<file path="src/sv/mwuf_pkg.sv">
// mwuf_pkg: shared widths, reset values and result type for the maze wall union-find engine
// no dependencies; imported by the channel interfaces and every module of the block
package mwuf_pkg;

  localparam int CELL_W        = 10;    // cell index field width
  localparam int CFG_W         = 11;    // cells_in_use register width
  localparam int CNT_W         = 10;    // merge counter width
  localparam int MAX_CELLS_DEF = 1024;  // default parent table depth
  localparam int QUEUE_DEPTH   = 2;     // front-to-back queue entries

  localparam logic [CFG_W-1:0] CELLS_RESET = CFG_W'(1024);
  localparam logic [CNT_W-1:0] CNT_MAX     = '1;

  // one result beat
  typedef struct packed {
    logic              wall_removed;
    logic [CELL_W-1:0] merged_root;
    logic              maze_done;
  } mwuf_res_t;

endpackage

</file>
<file path="src/sv/mwuf_front.sv">
// mwuf_front: takes wall beats, folds cell indices into the table range, feeds the queue
// depends on mwuf_pkg
module mwuf_front import mwuf_pkg::*; #(
  parameter int MAX_CELLS = MAX_CELLS_DEF,
  parameter int PW        = $clog2(MAX_CELLS)
) (
  input  logic              clk,
  input  logic              rst_n,
  input  logic              enable,
  input  logic              in_valid,
  output logic              in_ready,
  input  logic [CELL_W-1:0] in_first,
  input  logic [CELL_W-1:0] in_second,
  output logic              push,
  input  logic              q_ready,
  output logic [PW-1:0]     q_first,
  output logic [PW-1:0]     q_second
);

  localparam int RW = (PW > CELL_W) ? PW : CELL_W;
  localparam logic [RW:0] MAXV = (RW+1)'(MAX_CELLS);

  logic              hold_r, hold_nxt;
  logic [CELL_W-1:0] a_r, a_nxt;
  logic [CELL_W-1:0] b_r, b_nxt;
  logic              a_big, b_big;
  logic              accept;

  // index wraps modulo table depth, one subtract per cycle
  assign a_big    = (RW+1)'(a_r) >= MAXV;
  assign b_big    = (RW+1)'(b_r) >= MAXV;
  assign push     = hold_r && !a_big && !b_big && q_ready;
  assign in_ready = enable && (!hold_r || push);
  assign accept   = in_valid && in_ready;
  assign q_first  = PW'(a_r);
  assign q_second = PW'(b_r);

  always_comb begin
    hold_nxt = hold_r;
    a_nxt    = a_r;
    b_nxt    = b_r;
    if (accept) begin
      hold_nxt = 1'b1;
      a_nxt    = in_first;
      b_nxt    = in_second;
    end else if (push) begin
      hold_nxt = 1'b0;
    end else if (hold_r) begin
      if (a_big) begin
        a_nxt = a_r - CELL_W'(MAX_CELLS);
      end
      if (b_big) begin
        b_nxt = b_r - CELL_W'(MAX_CELLS);
      end
    end
  end

  always_ff @(posedge clk) begin
    if (!rst_n) begin
      hold_r <= 1'b0;
    end else begin
      hold_r <= hold_nxt;
    end
    a_r <= a_nxt;
    b_r <= b_nxt;
  end

endmodule

</file>
<file path="config.mk">
export PLATFORM = sky130hd
export DESIGN_NAME = mwuf_front
export DESIGN_NICKNAME = d
export VERILOG_FILES = /design/src/sv/mwuf_pkg.sv /design/src/sv/mwuf_front.sv
export SDC_FILE = /design/constraint.sdc
export NUM_CORES = 1
export LEC_CHECK = 0
export ABC_AREA = 1
export BUFFER_PORTS_ARGS = -buffer_cell sky130_fd_sc_hd__buf_2
export CORE_UTILIZATION = 25
export CTS_CLUSTER_SIZE = 12
export DETAILED_ROUTE_END_ITERATION = 12
export GPL_TIMING_DRIVEN = 0
export HOLD_SLACK_MARGIN = 0.12
export PLACE_DENSITY = 0.51
export SLEW_MARGIN = 20
export SYNTH_ARGS = -nofsm -noshare
export SYNTH_HDL_FRONTEND = slang
export SYNTH_SLANG_ARGS = --single-unit
export TNS_END_PERCENT = 10
</file>
<file path="constraint.sdc">
create_clock -name clk -period 1.5 [get_ports clk]
set_input_delay 0.075 -clock clk [delete_from_list [all_inputs] [get_ports clk]]
set_output_delay 0.075 -clock clk [all_outputs]
set_load 0.05 [all_outputs]
</file>
==> results_dict.tcl <==
set metrics [dict create \
    design_area_mm2 0.001200 \
    crit_path_start_kind "flip-flop" \
    postRouteAntennaNets 0 \
    synth_top_cell_by_area "edfxtp_1" \
    drive_gt1_frac 0.4952 \
    fin_nets 131 \
    synth.area.top_cells "edfxtp_1 (89%), dfxtp_1 (3.0%), inv_1 (2.8%)" \
    synthSimpleGateAreaFrac 0.03717 \
    worstMarginPinSlew_ns 0.5085 \
    num_vias 536 \
    path_max_fanout 10 \
    total_power_mw 1.154 \
    synthAdderAreaFrac 0 \
    clock-sinks 21 \
    core_area_mm2 0.002500 \
    fin_skew_ns 0.005620 \
    netlist_area_um2 673.1 \
    synth_warnings 0 \
    die_h_um 53.89 \
    final_common_cell "buf_2" \
    ctsRootBufferMaster "clkbuf_4" \
    ys_types 8 \
    tritoncts "yes" \
    portBuffers 46 \
    cts_htree_levels 1 \
    drt_iter0_markers 2 \
    drv_slew 0 \
    dr.pass1.iters 3 \
    min_path_type "input pin to flip-flop" \
    hold_slack_ns 0.1270 \
    max_freq_ghz 0.7385 \
    ys_ff_latch 21 \
    dp.cells 109 \
    wl_per_cell_um 10.25 \
    end_kind "flip-flop" \
    grt_antenna_before_repair 0 \
    gp_congestion 0.6511 \
    area_delta_synth_final_pct 78.25 \
    hold_viol_final 0 \
    n_antenna_cell 0 \
    clk_latency_ns 0.30 \
    grt_start_max_net_pins 12 \
    wl_mm 1.384 \
    synth_nets 58 \
    timing.final.crit_period_ns 1.354 \
    gr-total-overflow 0 \
    drc_errors 0 \
    grt_pass1_wl_mm 2.042 \
    fin_crit_sh 0.9027 \
    slew_headroom 0.6599 \
    power_density_mw_per_mm2 961.9 \
    arrival_ns 1.30 \
    synth_top_area_share 0.8922 \
    ios 47 \
    worstPathRequired_ns 1.45 \
    peakVddDrop_mv 0.5570 \
    synth_top_family_by_area "simple AND/OR/NAND/NOR gates" \
    layout_common_cells "buf_2 (46), dlygate4sd3_1 (21), edfxtp_1 (20), inv_1 (5)" \
    path_class "flip-flop to flip-flop" \
    ys_seq_area_frac 0.9219 \
    numCtsBuffers 3 \
    maxCapViolCount 0 \
    yosys.area_share.xor_xnor 0 \
    die_area_mm2 0.002904 \
    hpwlAfterDp_um 857.6 \
    grt_pass1_vias 541 \
    clk_pin_slew_ns 0.12 \
    clk_path_buf_depth 2 \
    synth_area_per_cell_um2 20.40 \
    start_util 0.2693 \
    grt_usage 0.1039 \
    leakagePower_nw 0.5359 \
    final_cells 135 \
    synth-compound-area-share 0.007435 \
    synthCells 33 \
    synth.area.mux_share 0 \
    placed_area_um2 947.2 \
    finalSetupViolCount 0 \
    status "complete, no violations" \
    fp.dieW_um 53.89 \
    viasPerCell 3.970 \
    core.rowCount 18 \
    grt_setup_unrepaired "no" \
]
## logic make-up after synthesis
family          Yosys count
compound gates            1
buf+inv                   6
flops                    21
simple gates              5
## through the flow
step	util	setup WS [ns]	TNS (ns)
floorplan	-	0.1702	0
global placement	0.3789	-0.04241	-0.8399
detailed placement	0.3789	-0.06749	-1.342
CTS	0.4800	0.1093	0
global route	0.4800	0.03753	0
finish	0.4800	0.1459	0
## critical path, stage by stage (launching register included)
cell and delay (ns):
dfxtp_1 0.33, nand2_1 0.08, inv_1 0.11, nor3_4 0.49
## synth_stat cells (all sizes together)
cell     n
nor3     1
o21ai    1
inv      6
dfxtp    1
edfxtp  20
nand2    3
nor2     1
## sequential cells by signal (all words and copies together), names as in the netlist
name and flops:
q_first 10, q_second 10, hold_r 1
## per-layer routing
metal  track usage  up-vias  part of all wire
met2        0.1770       30              0.50
met3       0.02542        0             0.071
met1        0.1145      243              0.43
li1              -      263                 -
met4       0.06579        0                 0
met5             0        -                 0
## path summary, 6_finish.rpt
path / start / to / slack [ns] / cells past startpoint
max: hold_r / q_second[2] / 0.15 / 3
max reg2reg: hold_r / q_second[2] / 0.15 / 3
min: q_ready / hold_r / 0.13 / 6
min reg2reg: hold_r / hold_r / 0.58 / 4
## final cells by class
type | instances | area, um2
Inverter | 6 | 22.52
Clock buffer | 4 | 26.28
Multi-Input combinational cell | 7 | 52.55
Tap cell | 30 | 37.54
Fill cell | 227 | 1300
Timing Repair Buffer | 67 | 440.4
Sequential cell | 21 | 620.6
## where the power goes
group          internal [mW]  switching [mW]  total, mW
Clock                  0.103           0.164      0.268
Combinational         0.0789           0.131      0.210
Sequential             0.671         0.00527      0.676
## what timing repair did
action | in CTS | in global routing
gates resized for setup | 1 | 0
hold endpoints to repair | 21 | 0
hold buffers | 21 | 0
setup endpoints to repair | 20 | 0
buffers inserted | 0 | 0
(Power assumes the default switching activity.)
