===== src/sv/mwuf_pkg.sv =====
// mwuf_pkg: shared widths, reset values and result type for the maze wall union-find engine
// no dependencies; imported by the channel interfaces and every module of the block
package mwuf_pkg;

  localparam int CELL_W        = 10;    // cell index field width
  localparam int CFG_W         = 11;    // cells_in_use register width
  localparam int CNT_W         = 10;    // merge counter width
  localparam int MAX_CELLS_DEF = 1024;  // default parent table depth
  localparam int QUEUE_DEPTH   = 2;     // front-to-back queue entries

  localparam logic [CFG_W-1:0] CELLS_RESET = CFG_W'(1024);
  localparam logic [CNT_W-1:0] CNT_MAX     = '1;

  // one result beat
  typedef struct packed {
    logic              wall_removed;
    logic [CELL_W-1:0] merged_root;
    logic              maze_done;
  } mwuf_res_t;

endpackage


===== src/sv/mwuf_queue.sv =====
// mwuf_queue: short fifo of folded cell pairs between front and back
// depends on mwuf_pkg
module mwuf_queue import mwuf_pkg::*; #(
  parameter int W = 2
) (
  input  logic         clk,
  input  logic         rst_n,
  input  logic         push,
  output logic         push_ready,
  input  logic [W-1:0] push_data,
  input  logic         pop,
  output logic         pop_valid,
  output logic [W-1:0] pop_data
);

  localparam int AW = (QUEUE_DEPTH > 1) ? $clog2(QUEUE_DEPTH) : 1;
  localparam int CW = $clog2(QUEUE_DEPTH + 1);

  logic [W-1:0]  slot_r [QUEUE_DEPTH];
  logic [AW-1:0] wr_ptr_r, wr_ptr_nxt;
  logic [AW-1:0] rd_ptr_r, rd_ptr_nxt;
  logic [CW-1:0] count_r, count_nxt;
  logic          do_push, do_pop;

  assign push_ready = count_r < CW'(QUEUE_DEPTH);
  assign pop_valid  = count_r != '0;
  assign pop_data   = slot_r[rd_ptr_r];
  assign do_push    = push && push_ready;
  assign do_pop     = pop && pop_valid;

  always_comb begin
    wr_ptr_nxt = wr_ptr_r;
    rd_ptr_nxt = rd_ptr_r;
    count_nxt  = count_r;
    if (do_push) begin
      wr_ptr_nxt = (wr_ptr_r == AW'(QUEUE_DEPTH - 1)) ? '0 : wr_ptr_r + 1'b1;
    end
    if (do_pop) begin
      rd_ptr_nxt = (rd_ptr_r == AW'(QUEUE_DEPTH - 1)) ? '0 : rd_ptr_r + 1'b1;
    end
    if (do_push && !do_pop) begin
      count_nxt = count_r + 1'b1;
    end else if (do_pop && !do_push) begin
      count_nxt = count_r - 1'b1;
    end
  end

  always_ff @(posedge clk) begin
    if (!rst_n) begin
      wr_ptr_r <= '0;
      rd_ptr_r <= '0;
      count_r  <= '0;
    end else begin
      wr_ptr_r <= wr_ptr_nxt;
      rd_ptr_r <= rd_ptr_nxt;
      count_r  <= count_nxt;
    end
    if (do_push) begin
      slot_r[wr_ptr_r] <= push_data;
    end
  end

endmodule


===== config.mk =====
export PLATFORM = sky130hd
export DESIGN_NAME = mwuf_queue
export DESIGN_NICKNAME = d
export VERILOG_FILES = /design/src/sv/mwuf_pkg.sv /design/src/sv/mwuf_queue.sv
export SDC_FILE = /design/constraint.sdc
export NUM_CORES = 1
export LEC_CHECK = 0
export BUFFER_PORTS_ARGS = -buffer_cell sky130_fd_sc_hd__buf_2
export CORE_AREA = 8 8 45 47
export CTS_CLUSTER_DIAMETER = 200
export CTS_CLUSTER_SIZE = 8
export DETAILED_ROUTE_END_ITERATION = 10
export DIE_AREA = 0 0 53 55
export GPL_ROUTABILITY_DRIVEN = 0
export PLACE_DENSITY = 0.52
export SYNTH_ARGS = -nofsm -noshare
export SYNTH_HDL_FRONTEND = slang
export SYNTH_SLANG_ARGS = --single-unit

===== constraint.sdc =====
create_clock -name clk -period 3.85 [get_ports clk]
set_clock_uncertainty 0.05 [all_clocks]
set_input_delay 0.5775 -clock clk [delete_from_list [all_inputs] [get_ports clk]]
set_output_delay 0.5775 -clock clk [all_outputs]
set_load 0.005 [all_outputs]

==> qor.yml <==
final_layout:
  fin_cells: 58
  fin_nets: 50
  final_cell_mix: "9 x buf_2, 5 x dfxtp_1, 4 x and2_1, 4 x edfxtp_1, 3 x clkbuf_4"
  syn2layout_area_growth_pct: 24.8
  n_antenna_cell: 0
  final_common_cell: "buf_2"
  drive_gt1_share_pct: 33.3
critical_path:
  slowest_delay_ns: 0.35
  cp-start-kind: "flip-flop"
  path_class: "flip-flop to primary output"
  required_ns: 3.22
  critPathMaxFanout: 2
  slowest_stage: "dfxtp_1"
  cp-end-kind: "primary output"
  cp_cell_sequence: "mux2_2, buf_2"
  arrival_ns: 1.07
grt:
  grt_max_degree: 7
  grt_pass1_vias: 259
  grt_pass1_wl_um: 1020
  antenna_found_initial: 0
  grtUsageTotal_pct: 5.06
  grt-ovfl-total: 0
sta:
  worst_pin_slew_ns: 0.253
  finalMaxSlewViolations: 0
  period_minus_slack_ns: 1.69
  hold_viol: 0
  max_freq_ghz: 0.591
  setup_violations: 0
  tns_ns: 0
  relSlewSlack_pct: 83.1
  rsz0062_at_grt: "false"
  final.setup.worst_slack_ns: 2.16
  period_share_pct: 44.0
yosys:
  synth_fp_nets: 36
  synth-seq-area-share_pct: 59.9
  ys_ff_latch: 9
  synth_cell_types: 16
  yosysWarnings: 0
  synth.avg_cell_area_um2: 12.7
  synth_area_um2: 368
  syn_inst: 29
clock_tree:
  cts-resized-gates: 0
  insertion_delay_ns: 0.25
  clkTransAtPathRegs_ns: 0.06
  cts_tree: "done"
  cts-htree-levels: 1
  postCtsSetupBuffers: 0
  root_buffer: "clkbuf_4"
  ctsHoldBuffers: 0
  cts.sink_count: 9
  clockBufferDepth: 2
  cts_buffers: 3
die:
  core_area_mm2: 0.00138
  start_util_pct: 26.6
  die_h_um: 55
  die_w_um: 53
  die-area_mm2: 0.00292
  row_count: 14
  ios: 10
placement:
  io_buffers: 9
  dp_hpwl_um: 516
  place_ws_ns: 1.96
  dp.cells: 54
routing:
  drc: 0
  drtIter0Drc: 3
  firstDrtPassIters: 2
  ant_nets: 0
  vias_per_cell: 4.17
  wl_per_cell_um: 10.7
  routed_wl_um: 623
  vias: 242
power:
  ir_drop_uv: 203
  p_switching_w: 0.0000963
  p_int_w: 0.000228
  p_leak_nw: 0.188
  power_frac_seq_pct: 44.4
  power_density_mw_per_mm2: 706
  p_total_w: 0.000324
  combinationalPowerShare_pct: 33.9
  swShare_pct: 29.7
  clock_power_share_pct: 21.7
min_path:
  hold_class: "primary input to flip-flop"
run:
  maxCapViolCount: 0
run_status:
  outcome: "complete, no violations"
critical path, delay by kind of cell (launching register included):
kind / cells / cell delay (ns)
flops: 1 / 0.35
mux: 1 / 0.33
buf+inv: 1 / 0.13
cell usage after synthesis, drive strengths merged:
cell	instances	share of area [%]
dfxtp	5	27
and2	4	6.8
edfxtp	4	33
mux2	2	6.1
nor2b	2	3.4
o21ai	2	2.7
xnor2	2	4.8
a21boi	1	2.0
and2b	1	2.0
ha	1	3.4
inv	1	1.0
o21a	1	2.0
or2	1	1.7
or3	1	1.7
xor2	1	2.4
final cells by class:
| type | count | area, um^2 |
|---|---|---|
| Timing Repair Buffer | 9 | 45.0 |
| Clock buffer | 4 | 26.3 |
| Multi-Input combinational cell | 19 | 144 |
| Tap cell | 16 | 20.0 |
| Sequential cell | 9 | 220 |
| Inverter | 1 | 3.75 |
| Fill cell | 141 | 925 |
metal layers:
metal,vias up,track usage [%],wire length [um]
li1,124,-,-
met1,115,4.49,239
met2,3,8.79,344
met3,0,2.41,39
met4,0,3.88,0
met5,-,0,0
logic make-up after synthesis:
family	after synthesis	synth area share, %
mux	2	6.12
compound gates	4	6.80
fa+ha+maj	1	3.40
flops	9	59.9
buf+inv	1	1.02
simple gates	9	15.6
xor+xnor	3	7.14
metrics by stage:
step	hold slack (ns)	util (%)	area (um^2)
finish	0.464	33.2	459
global placement	0.458	31.3	433
global route	0.463	33.2	459
detailed placement	0.488	31.3	433
CTS	0.461	33.2	459
floorplan	0.441	-	368
power groups by stage:
stage	Clock, W	Combinational, W	Sequential [W]
CTS	0.0000720	0.000112	0.000144
finish	0.0000706	0.000110	0.000144
floorplan	0	0.0000781	0.000141
global placement	0	0.000105	0.000143
global route	0.0000774	0.000125	0.000147
detailed placement	0	0.000111	0.000146
final timing paths:
path         depth (start not counted)    startpoint  slack (ns)      endpoint
max                                  2     flip-flop        2.16   pop_data[0]
min                                  1  push_data[0]        0.46  slot_r[1][0]
max reg2reg                          4    count_r[1]        2.30    count_r[1]
min reg2reg                          2    count_r[1]        0.49    count_r[1]
Power figures use the tool's default switching activity.
